**src/rtl/amsa_pkg.sv**
```systemverilog
// shared constants and types for the sample moving average unit
// no dependencies; compiled first
package amsa_pkg;

   // raw register bytes and decoded axis value
   localparam int BYTE_WIDTH = 8;
   localparam int RAW_WIDTH = 10;

   // scaling: value * 10000, then arithmetic shift right by 6
   localparam int SCALE_FACTOR = 10000;
   localparam int PRODUCT_WIDTH = 24;
   localparam int SCALE_SHIFT = 6;
   localparam int SCALED_WIDTH = 18;

   // running sum stays within the range of one scaled sample
   localparam int SUM_WIDTH = 18;

   // calibration offsets and results
   localparam int OFFSET_WIDTH = 19;
   localparam int OUT_WIDTH = 20;

   // ring depth exponent
   localparam int DEPTH_LOG2_DEFAULT = 3;

   // csr register map
   localparam int CSR_INDEX_WIDTH = 2;
   typedef enum logic [CSR_INDEX_WIDTH-1:0] {
      CSR_SINGLE_SHOT = 2'd0,
      CSR_OFFSET_X    = 2'd1,
      CSR_OFFSET_Y    = 2'd2,
      CSR_OFFSET_Z    = 2'd3
   } csr_index_type;

   // per-request control handed to every axis lane
   typedef struct packed {
      logic load;
      logic clear;
      logic single_shot;
   } lane_ctl_type;

   // one result held in the output stage
   typedef struct packed {
      logic signed [OUT_WIDTH-1:0] x;
      logic signed [OUT_WIDTH-1:0] y;
      logic signed [OUT_WIDTH-1:0] z;
   } rsp_data_type;

endpackage

```
**src/rtl/amsa_req_if.sv**
```systemverilog
// request channel: clear flag and six raw sensor register bytes
// depends on amsa_pkg
interface amsa_req_if;
   import amsa_pkg::*;

   logic                  valid;
   logic                  ready;
   logic                  mode;
   logic [BYTE_WIDTH-1:0] y_low_byte;
   logic [BYTE_WIDTH-1:0] y_high_byte;
   logic [BYTE_WIDTH-1:0] x_low_byte;
   logic [BYTE_WIDTH-1:0] x_high_byte;
   logic [BYTE_WIDTH-1:0] z_low_byte;
   logic [BYTE_WIDTH-1:0] z_high_byte;

   modport source (
      output valid, mode, y_low_byte, y_high_byte, x_low_byte, x_high_byte,
             z_low_byte, z_high_byte,
      input  ready
   );

   modport sink (
      input  valid, mode, y_low_byte, y_high_byte, x_low_byte, x_high_byte,
             z_low_byte, z_high_byte,
      output ready
   );

endinterface

```
**src/rtl/amsa_rsp_if.sv**
```systemverilog
// response channel: filtered three-axis result
// depends on amsa_pkg
interface amsa_rsp_if;
   import amsa_pkg::*;

   logic                        valid;
   logic                        ready;
   logic signed [OUT_WIDTH-1:0] out_x;
   logic signed [OUT_WIDTH-1:0] out_y;
   logic signed [OUT_WIDTH-1:0] out_z;

   modport source (
      output valid, out_x, out_y, out_z,
      input  ready
   );

   modport sink (
      input  valid, out_x, out_y, out_z,
      output ready
   );

endinterface

```
**src/rtl/amsa_csr_if.sv**
```systemverilog
// csr write channel: register index and write data
// depends on amsa_pkg
interface amsa_csr_if;
   import amsa_pkg::*;

   logic                       valid;
   logic                       ready;
   logic [CSR_INDEX_WIDTH-1:0] index;
   logic [OFFSET_WIDTH-1:0]    data;

   modport source (
      output valid, index, data,
      input  ready
   );

   modport sink (
      input  valid, index, data,
      output ready
   );

endinterface

```
**src/rtl/amsa_lane.sv**
```systemverilog
// one axis lane: decode, scale, sample shift line and running sum
// depends on amsa_pkg
module amsa_lane #(
   parameter int DEPTH_LOG2 = amsa_pkg::DEPTH_LOG2_DEFAULT
) (
   input  logic                                    clock,
   input  logic                                    reset,
   input  amsa_pkg::lane_ctl_type                  ctl,
   input  logic [amsa_pkg::BYTE_WIDTH-1:0]         low_byte,
   input  logic [amsa_pkg::BYTE_WIDTH-1:0]         high_byte,
   output logic signed [amsa_pkg::SUM_WIDTH-1:0]   sum_next
);
   import amsa_pkg::*;

   localparam int DEPTH = 1 << DEPTH_LOG2;
   localparam int ENTRY_WIDTH = SCALED_WIDTH - DEPTH_LOG2;

   logic signed [RAW_WIDTH-1:0]     raw;
   logic signed [PRODUCT_WIDTH-1:0] product;
   logic signed [SCALED_WIDTH-1:0]  scaled;
   logic signed [ENTRY_WIDTH-1:0]   shifted;
   logic signed [SUM_WIDTH-1:0]     step_sum;
   logic signed [SUM_WIDTH-1:0]     fill_sum;
   logic signed [ENTRY_WIDTH-1:0]   taps_ff [DEPTH];
   logic signed [ENTRY_WIDTH-1:0]   taps_in [DEPTH];
   logic signed [SUM_WIDTH-1:0]     sum_ff;
   logic signed [SUM_WIDTH-1:0]     sum_in;

   // high byte is bits 9..2, top two bits of low byte are bits 1..0
   assign raw = {high_byte, low_byte[BYTE_WIDTH-1 -: 2]};

   // scale, floor divide by 64, then pre-shift by the ring depth
   assign product = PRODUCT_WIDTH'(raw) * PRODUCT_WIDTH'(SCALE_FACTOR);
   assign scaled  = product[SCALE_SHIFT +: SCALED_WIDTH];
   assign shifted = scaled[SCALED_WIDTH-1:DEPTH_LOG2];

   // running sum: oldest tap leaves, new entry comes in
   assign step_sum = sum_ff - SUM_WIDTH'(taps_ff[DEPTH-1]) + SUM_WIDTH'(shifted);
   // every tap holds the new entry
   assign fill_sum = SUM_WIDTH'(shifted) <<< DEPTH_LOG2;

   // next state of the shift line and sum
   always_comb begin
      taps_in = taps_ff;
      sum_in  = sum_ff;
      if (ctl.load) begin
         priority if (ctl.clear) begin
            for (int i = 0; i < DEPTH; i++) taps_in[i] = '0;
            sum_in = '0;
         end else if (ctl.single_shot) begin
            for (int i = 0; i < DEPTH; i++) taps_in[i] = shifted;
            sum_in = fill_sum;
         end else begin
            taps_in[0] = shifted;
            for (int i = 1; i < DEPTH; i++) taps_in[i] = taps_ff[i-1];
            sum_in = step_sum;
         end
      end
   end

   assign sum_next = sum_in;

   // shift line and sum registers
   always_ff @(posedge clock) begin
      if (reset) begin
         for (int i = 0; i < DEPTH; i++) taps_ff[i] <= '0;
         sum_ff <= '0;
      end else begin
         taps_ff <= taps_in;
         sum_ff  <= sum_in;
      end
   end

endmodule

```
**src/rtl/amsa_merge.sv**
```systemverilog
// merge stage: applies offsets and Y negation, holds results in an
// output register with a skid entry; depends on amsa_pkg and amsa_rsp_if
module amsa_merge (
   input  logic                                     clock,
   input  logic                                     reset,
   input  logic                                     emit,
   input  logic signed [amsa_pkg::SUM_WIDTH-1:0]    sum_x,
   input  logic signed [amsa_pkg::SUM_WIDTH-1:0]    sum_y,
   input  logic signed [amsa_pkg::SUM_WIDTH-1:0]    sum_z,
   input  logic signed [amsa_pkg::OFFSET_WIDTH-1:0] offset_x,
   input  logic signed [amsa_pkg::OFFSET_WIDTH-1:0] offset_y,
   input  logic signed [amsa_pkg::OFFSET_WIDTH-1:0] offset_z,
   output logic                                     room,
   amsa_rsp_if.source                               rsp_chan
);
   import amsa_pkg::*;

   rsp_data_type result;
   rsp_data_type out_data_ff;
   rsp_data_type out_data_in;
   rsp_data_type skid_data_ff;
   rsp_data_type skid_data_in;
   logic         out_valid_ff;
   logic         out_valid_in;
   logic         skid_valid_ff;
   logic         skid_valid_in;
   logic         out_take;

   // combine lane sums with calibration offsets
   always_comb begin
      result.x = OUT_WIDTH'(sum_x) - OUT_WIDTH'(offset_x);
      result.y = OUT_WIDTH'(0) - OUT_WIDTH'(sum_y) - OUT_WIDTH'(offset_y);
      result.z = OUT_WIDTH'(sum_z) - OUT_WIDTH'(offset_z);
   end

   assign out_take = out_valid_ff && rsp_chan.ready;
   assign room     = !skid_valid_ff;

   // output register and skid entry
   always_comb begin
      out_data_in   = out_data_ff;
      out_valid_in  = out_valid_ff;
      skid_data_in  = skid_data_ff;
      skid_valid_in = skid_valid_ff;
      if (skid_valid_ff) begin
         if (out_take) begin
            out_data_in   = skid_data_ff;
            skid_valid_in = 1'b0;
         end
      end else if (emit) begin
         if (!out_valid_ff || out_take) begin
            out_data_in  = result;
            out_valid_in = 1'b1;
         end else begin
            skid_data_in  = result;
            skid_valid_in = 1'b1;
         end
      end else if (out_take) begin
         out_valid_in = 1'b0;
      end
   end

   always_ff @(posedge clock) begin
      if (reset) begin
         out_valid_ff  <= 1'b0;
         skid_valid_ff <= 1'b0;
      end else begin
         out_valid_ff  <= out_valid_in;
         skid_valid_ff <= skid_valid_in;
      end
      out_data_ff  <= out_data_in;
      skid_data_ff <= skid_data_in;
   end

   // response ports
   assign rsp_chan.valid = out_valid_ff;
   assign rsp_chan.out_x = out_data_ff.x;
   assign rsp_chan.out_y = out_data_ff.y;
   assign rsp_chan.out_z = out_data_ff.z;

endmodule

```
**src/rtl/accel_sample_moving_average_unit.sv**
```systemverilog
// top level of the three-axis sample moving average unit
// depends on amsa_pkg, the channel interfaces, amsa_lane and amsa_merge

// Three axis lanes each decode a 10-bit signed value from two register bytes,
// scale it by 10000/64 and keep a shift line of 2**DEPTH_LOG2 entries, already
// shifted right by DEPTH_LOG2, with a running sum beside it. A request is
// taken every clock cycle while the skid entry is free; a result, if any, goes
// to the output register, or to the skid entry if that one holds an untaken result.
// Each lane update is one constant multiply and one add/subtract on the running
// sum per request. Results appear once 2**DEPTH_LOG2 samples are taken since
// reset or the last clear request; in single-shot mode every sample fills the
// whole line and gives a result at once. A clear request (mode = 1) empties
// the lines and gives no result. An output register plus one skid entry let
// requests keep flowing while a result waits to be taken. CSR writes are
// always accepted and must be made while the unit is idle.
module accel_sample_moving_average_unit #(
   parameter int DEPTH_LOG2 = amsa_pkg::DEPTH_LOG2_DEFAULT
) (
   input  logic        clock,
   input  logic        reset,
   amsa_req_if.sink    req_chan,
   amsa_rsp_if.source  rsp_chan,
   amsa_csr_if.sink    csr_chan
);
   import amsa_pkg::*;

   localparam int FILL_WIDTH = DEPTH_LOG2 + 1;
   localparam logic [FILL_WIDTH-1:0] FILL_FULL = FILL_WIDTH'(1 << DEPTH_LOG2);

   logic                           single_shot_ff;
   logic                           single_shot_in;
   logic signed [OFFSET_WIDTH-1:0] offset_x_ff;
   logic signed [OFFSET_WIDTH-1:0] offset_x_in;
   logic signed [OFFSET_WIDTH-1:0] offset_y_ff;
   logic signed [OFFSET_WIDTH-1:0] offset_y_in;
   logic signed [OFFSET_WIDTH-1:0] offset_z_ff;
   logic signed [OFFSET_WIDTH-1:0] offset_z_in;
   logic [FILL_WIDTH-1:0]          fill_ff;
   logic [FILL_WIDTH-1:0]          fill_in;
   logic                           accept;
   logic                           emit;
   logic                           room;
   lane_ctl_type                   ctl;
   logic signed [SUM_WIDTH-1:0]    sum_x;
   logic signed [SUM_WIDTH-1:0]    sum_y;
   logic signed [SUM_WIDTH-1:0]    sum_z;

   // csr writes
   assign csr_chan.ready = 1'b1;

   always_comb begin
      single_shot_in = single_shot_ff;
      offset_x_in    = offset_x_ff;
      offset_y_in    = offset_y_ff;
      offset_z_in    = offset_z_ff;
      if (csr_chan.valid) begin
         unique case (csr_index_type'(csr_chan.index))
            CSR_SINGLE_SHOT: single_shot_in = csr_chan.data[0];
            CSR_OFFSET_X:    offset_x_in    = csr_chan.data;
            CSR_OFFSET_Y:    offset_y_in    = csr_chan.data;
            CSR_OFFSET_Z:    offset_z_in    = csr_chan.data;
            default:         single_shot_in = single_shot_ff;
         endcase
      end
   end

   always_ff @(posedge clock) begin
      if (reset) begin
         single_shot_ff <= 1'b0;
         offset_x_ff    <= '0;
         offset_y_ff    <= '0;
         offset_z_ff    <= '0;
      end else begin
         single_shot_ff <= single_shot_in;
         offset_x_ff    <= offset_x_in;
         offset_y_ff    <= offset_y_in;
         offset_z_ff    <= offset_z_in;
      end
   end

   // request handshake and lane control
   assign req_chan.ready  = room;
   assign accept          = req_chan.valid && room;
   assign ctl.load        = accept;
   assign ctl.clear       = req_chan.mode;
   assign ctl.single_shot = single_shot_ff;

   // warm-up count, saturating at the ring depth
   always_comb begin
      fill_in = fill_ff;
      if (accept) begin
         priority if (req_chan.mode) begin
            fill_in = '0;
         end else if (single_shot_ff) begin
            fill_in = FILL_FULL;
         end else if (fill_ff != FILL_FULL) begin
            fill_in = fill_ff + FILL_WIDTH'(1);
         end else begin
            fill_in = fill_ff;
         end
      end
   end

   always_ff @(posedge clock) begin
      if (reset) begin
         fill_ff <= '0;
      end else begin
         fill_ff <= fill_in;
      end
   end

   assign emit = accept && !req_chan.mode && (fill_in == FILL_FULL);

   // one lane per axis
   amsa_lane #(.DEPTH_LOG2(DEPTH_LOG2)) u_lane_x (
      .clock     (clock),
      .reset     (reset),
      .ctl       (ctl),
      .low_byte  (req_chan.x_low_byte),
      .high_byte (req_chan.x_high_byte),
      .sum_next  (sum_x)
   );

   amsa_lane #(.DEPTH_LOG2(DEPTH_LOG2)) u_lane_y (
      .clock     (clock),
      .reset     (reset),
      .ctl       (ctl),
      .low_byte  (req_chan.y_low_byte),
      .high_byte (req_chan.y_high_byte),
      .sum_next  (sum_y)
   );

   amsa_lane #(.DEPTH_LOG2(DEPTH_LOG2)) u_lane_z (
      .clock     (clock),
      .reset     (reset),
      .ctl       (ctl),
      .low_byte  (req_chan.z_low_byte),
      .high_byte (req_chan.z_high_byte),
      .sum_next  (sum_z)
   );

   // offsets, Y negation and output buffering
   amsa_merge u_merge (
      .clock    (clock),
      .reset    (reset),
      .emit     (emit),
      .sum_x    (sum_x),
      .sum_y    (sum_y),
      .sum_z    (sum_z),
      .offset_x (offset_x_ff),
      .offset_y (offset_y_ff),
      .offset_z (offset_z_ff),
      .room     (room),
      .rsp_chan (rsp_chan)
   );

endmodule
```
**src/flat_wrapper.sv**
```systemverilog
// flat-port wrapper written by rule: the top's interface ports become plain ports
module accel_sample_moving_average_unit_flat import amsa_pkg::*;
#(
   parameter int DEPTH_LOG2 = amsa_pkg::DEPTH_LOG2_DEFAULT
)
  (clock, reset, req_chan_valid, req_chan_mode, req_chan_y_low_byte, req_chan_y_high_byte, req_chan_x_low_byte, req_chan_x_high_byte, req_chan_z_low_byte, req_chan_z_high_byte, req_chan_ready, rsp_chan_valid, rsp_chan_out_x, rsp_chan_out_y, rsp_chan_out_z, rsp_chan_ready, csr_chan_valid, csr_chan_index, csr_chan_data, csr_chan_ready);
  amsa_req_if req_chan_i ();
  amsa_rsp_if rsp_chan_i ();
  amsa_csr_if csr_chan_i ();
  input  logic clock;
  input  logic reset;
  input wire logic [$bits(req_chan_i.valid)-1:0] req_chan_valid;
  input wire logic [$bits(req_chan_i.mode)-1:0] req_chan_mode;
  input wire logic [$bits(req_chan_i.y_low_byte)-1:0] req_chan_y_low_byte;
  input wire logic [$bits(req_chan_i.y_high_byte)-1:0] req_chan_y_high_byte;
  input wire logic [$bits(req_chan_i.x_low_byte)-1:0] req_chan_x_low_byte;
  input wire logic [$bits(req_chan_i.x_high_byte)-1:0] req_chan_x_high_byte;
  input wire logic [$bits(req_chan_i.z_low_byte)-1:0] req_chan_z_low_byte;
  input wire logic [$bits(req_chan_i.z_high_byte)-1:0] req_chan_z_high_byte;
  output wire logic [$bits(req_chan_i.ready)-1:0] req_chan_ready;
  output wire logic [$bits(rsp_chan_i.valid)-1:0] rsp_chan_valid;
  output wire logic [$bits(rsp_chan_i.out_x)-1:0] rsp_chan_out_x;
  output wire logic [$bits(rsp_chan_i.out_y)-1:0] rsp_chan_out_y;
  output wire logic [$bits(rsp_chan_i.out_z)-1:0] rsp_chan_out_z;
  input wire logic [$bits(rsp_chan_i.ready)-1:0] rsp_chan_ready;
  input wire logic [$bits(csr_chan_i.valid)-1:0] csr_chan_valid;
  input wire logic [$bits(csr_chan_i.index)-1:0] csr_chan_index;
  input wire logic [$bits(csr_chan_i.data)-1:0] csr_chan_data;
  output wire logic [$bits(csr_chan_i.ready)-1:0] csr_chan_ready;
  assign req_chan_i.valid = req_chan_valid;
  assign req_chan_i.mode = req_chan_mode;
  assign req_chan_i.y_low_byte = req_chan_y_low_byte;
  assign req_chan_i.y_high_byte = req_chan_y_high_byte;
  assign req_chan_i.x_low_byte = req_chan_x_low_byte;
  assign req_chan_i.x_high_byte = req_chan_x_high_byte;
  assign req_chan_i.z_low_byte = req_chan_z_low_byte;
  assign req_chan_i.z_high_byte = req_chan_z_high_byte;
  assign req_chan_ready = req_chan_i.ready;
  assign rsp_chan_valid = rsp_chan_i.valid;
  assign rsp_chan_out_x = rsp_chan_i.out_x;
  assign rsp_chan_out_y = rsp_chan_i.out_y;
  assign rsp_chan_out_z = rsp_chan_i.out_z;
  assign rsp_chan_i.ready = rsp_chan_ready;
  assign csr_chan_i.valid = csr_chan_valid;
  assign csr_chan_i.index = csr_chan_index;
  assign csr_chan_i.data = csr_chan_data;
  assign csr_chan_ready = csr_chan_i.ready;
  accel_sample_moving_average_unit #(.DEPTH_LOG2(DEPTH_LOG2)) u_core (.clock(clock), .reset(reset), .req_chan(req_chan_i), .rsp_chan(rsp_chan_i), .csr_chan(csr_chan_i));
endmodule
```
**config.mk**
```make
export PLATFORM = sky130hd
export DESIGN_NAME = accel_sample_moving_average_unit_flat
export DESIGN_NICKNAME = d
export VERILOG_FILES = /design/src/rtl/amsa_pkg.sv /design/src/rtl/amsa_req_if.sv /design/src/rtl/amsa_rsp_if.sv /design/src/rtl/amsa_csr_if.sv /design/src/rtl/amsa_lane.sv /design/src/rtl/amsa_merge.sv /design/src/rtl/accel_sample_moving_average_unit.sv /design/src/flat_wrapper.sv
export SDC_FILE = /design/constraint.sdc
export NUM_CORES = 2
export LEC_CHECK = 0
export BUFFER_PORTS_ARGS = -buffer_cell sky130_fd_sc_hd__buf_2
export CORE_UTILIZATION = 30
export CTS_CLUSTER_SIZE = 30
export DETAILED_ROUTE_END_ITERATION = 8
export SETUP_SLACK_MARGIN = 0.1
export SLEW_MARGIN = 20
export SYNTH_ARGS = -nofsm -noshare
export SYNTH_HDL_FRONTEND = slang
export SYNTH_SLANG_ARGS = --single-unit
```
**constraint.sdc**
```tcl
create_clock -name clock -period 10.9 [get_ports clock]
set_clock_uncertainty 0.05 [all_clocks]
set_input_delay 2.18 -clock clock [delete_from_list [all_inputs] [get_ports clock]]
set_output_delay 2.18 -clock clock [all_outputs]
set_load 0.1 [all_outputs]
```
==> reports/qor.yml <==
global_route.usage.met2_pct: 25.0
path_buf_inv: 3
post_drt_wl_per_cell_um: 15.3
worstPathArrival_ps: 10410
gp_congestion: 0.848
postRouteAntennaNets: 0
synth_top_cell_area_share_pct: 28.1
met1_usage_pct: 18.9
async_reset_ff_share_pct: 0
use_met3_pct: 1.39
dp_hpwl_um: 58300
htreeDepth: 2
cp_slowest_stage_delay_ps: 530
endpoint: "u_core.u_merge.rsp_chan.out_y[18]$_DFFE_PP_"
drive_gt1_share_pct: 8.06
crit_path_end_kind: "flop"
r2r_start: "u_core.u_lane_y.taps_ff[4]$_SDFFE_PP0P_"
startpoint_type: "input port"
syn_inst: 3887
ios: 138
row_count: 123
clock_sink_count: 598
yosysUniqueCellTypes: 83
cts_tree: "built"
num_vias: 26800
max_slew_margin_pct: 30.5
final_util_pct: 33.8
nets: 4408
finalSetupTns_ps: 0
grt-busiest-layer: "met2"
vias_per_cell: 4.91
cp-startpoint: "req_chan_y_high_byte[5]"
slew_violations: 0
hold_buffers: 0
grt_use_total_pct: 14.4
syn_nets: 4384
ys_ff_latch: 598
ys_dominant_reg_cell: "dfxtp_1"
dieArea_um2: 115000
hold_class: "flop to flop"
finalHoldViolCount: 0
grt_pass1_vias: 25500
synth.area.top_cells: "dfxtp_1 28%, ha_1 11%, edfxtp_1 11%, a21oi_1 6.7%, fa_1 6.7%"
synth_area_leader_cell: "dfxtp_1"
core_um2: 112000
finalSetupViolCount: 0
cp_top_family: "adder cells"
drt_pass1_iterations: 5
fin_crit_ps: 10090
cp.depth: 29
synth_edf_count: 120
drc: 0
tightest_slew_ps: 1040
slowest_stage: "fa_1"
cts-buffers-inserted: 58
synth-seq-area-share_pct: 38.7
antenna_found_initial: 5
status: "complete, no violations"
grt_remaining_overflow: 0
drt_iter0_drc: 1973
rr_endpoint: "u_core.u_merge.rsp_chan.out_y[19]$_DFFE_PP_"
max_freq_ghz: 0.0992
yosysWarnings: 0
die_x_um: 339
cts_buffer_depth: 3
start_util_pct: 30.2
cts_resized: 0
path_clk_slew_ps: 70
crit_fanout: 5
syn_avg_cell_area_um2: 8.75
rsz0062_at_grt: "no"
drv_cap: 0
reg2regPathDepth: 19
grt_start_max_net_pins: 208
syn_area_um2: 34000
clockRootBuffer: "clkbuf_16"
syn_to_final_growth_pct: 11.9
post-route-period-util_pct: 92.5
r2r_slack_ps: 5400
cp.required_ps: 11230
grt_first_pass_wirelength_um: 137000
post_cts.repair.setup_buffers: 0
worstSetupPathType: "input port to flop"
portBuffers: 118
wl_um: 83700
clock_latency_ps: 630
chipHeight_um: 339
worst min path at each step:
stage / cells after the start / slack [ps] / from / endpoint
after floorplan: 2 / 380 / u_core.u_lane_x.taps_ff[11]$_SDFFE_PP0P_ / u_core.u_lane_x.taps_ff[11]$_SDFFE_PP0P_
after global placement: 2 / 380 / u_core.u_lane_z.taps_ff[29]$_SDFFE_PP0P_ / u_core.u_lane_z.taps_ff[29]$_SDFFE_PP0P_
after detailed placement: 2 / 390 / u_core.u_lane_y.taps_ff[27]$_SDFFE_PP0P_ / u_core.u_lane_y.taps_ff[27]$_SDFFE_PP0P_
final: 2 / 400 / u_core.u_lane_y.taps_ff[27]$_SDFFE_PP0P_ / u_core.u_lane_y.taps_ff[27]$_SDFFE_PP0P_
after global routing: 2 / 410 / u_core.u_lane_z.taps_ff[47]$_SDFFE_PP0P_ / u_core.u_lane_z.taps_ff[47]$_SDFFE_PP0P_
after CTS: 2 / 400 / u_core.u_lane_z.taps_ff[78]$_SDFFE_PP0P_ / u_core.u_lane_z.taps_ff[78]$_SDFFE_PP0P_
cell families after synthesis:
| kind of cell | count (synthesis) | share of synthesized area [%] |
|---|---|---|
| AOI/OAI and AO/OA | 1147 | 20.0 |
| xor gates and xnor gates | 111 | 2.86 |
| adders and majority gates | 422 | 18.0 |
| buffers and inverters | 467 | 5.22 |
| DFF | 598 | 38.7 |
| muxes | 41 | 1.32 |
| other | 1 | 0.0110 |
| and+or+nand+nor | 1100 | 13.8 |
final cells by class:
type / instances / area (um2)
Fill cell: 11600 / 74500
Tap cell: 1500 / 1880
Clock buffer: 90 / 1730
Multi-Input combinational cell: 2822 / 19100
Inverter: 274 / 1030
Timing Repair Buffer: 157 / 943
Sequential cell: 598 / 13200
Clock inverter: 15 / 179
Antenna cell: 2 / 5.00
cells in the mapped netlist, types with 19 or more instances:
library cell / n
and2_1: 23
a21o_1: 51
nand2b_1: 19
dfxtp_1: 478
nor2_1: 245
nand2_1: 602
inv_1: 274
or3_1: 25
clkbuf_1: 170
o211ai_1: 46
ha_1: 308
fa_1: 114
o31ai_1: 22
xor2_1: 39
edfxtp_1: 120
xnor2_1: 72
nor3_1: 54
nand3_1: 43
a22oi_1: 42
a21oi_1: 456
nor2b_1: 24
mux2_2: 32
o21a_1: 28
o21ai_0: 340
metal layers:
metal  up-vias  share of wire (%)
met3       106                3.1
met5         -                  0
li1      13500                  -
met2       419                 49
met4         0                2.2
met1     12800                 46
state kept, by name (all words and copies together) (netlist names), 19 cells and up:
name / count
u_core.u_merge.rsp_chan.out_y: 20
u_core.offset_z_ff: 19
u_core.u_lane_x.taps_ff: 120
u_core.u_merge.rsp_chan.out_z: 20
u_core.offset_x_ff: 19
u_core.u_lane_y.taps_ff: 120
u_core.u_merge.skid_data_ff: 60
u_core.u_lane_z.taps_ff: 120
u_core.offset_y_ff: 19
u_core.u_merge.rsp_chan.out_x: 20
layout by cell type, fill, tap and decap left out, types with 42 or more instances in the layout:
master     instances
nand2_1          602
o211ai_1          46
xnor2_1           72
inv_1            272
nor3_1            54
ha_1             308
buf_2            117
a21oi_1          455
o21ai_0          340
edfxtp_1         120
nand3_1           43
nor2_1           243
fa_1             114
clkbuf_16         61
a22oi_1           42
a21o_1            51
dfxtp_1          476
worst register-to-register path, cell delays in order (launching register included):
cell and delay (ps):
dfxtp_1 340, inv_1 60, fa_1 470, ha_1 410, a2111o_1 450, a31oi_4 200
nor4_2 90, a2111oi_4 430, xor2_1 190, nand2_1 70, a32oi_1 380, ha_1 310
ha_1 340, nor2b_1 150, o21ai_0 210, nand2_1 90, o2bb2ai_1 170, o31ai_1 360
nor3_1 100, or3_1 360
stage by stage:
step / cell area [um2] / std cells / hold WS, ps / worst slack [ps]
floorplan: 34000 / 3887 / 375 / 1060
global placement: 36100 / 5351 / 383 / 201
detailed placement: 36100 / 5351 / 390 / 176
CTS: 38000 / 5456 / 398 / 787
global route: 38000 / 5458 / 410 / 315
finish: 38000 / 5458 / 395 / 815
Power is not shown: default switching activity piles up to over one toggle a cycle in this logic, so the estimate is an artifact.
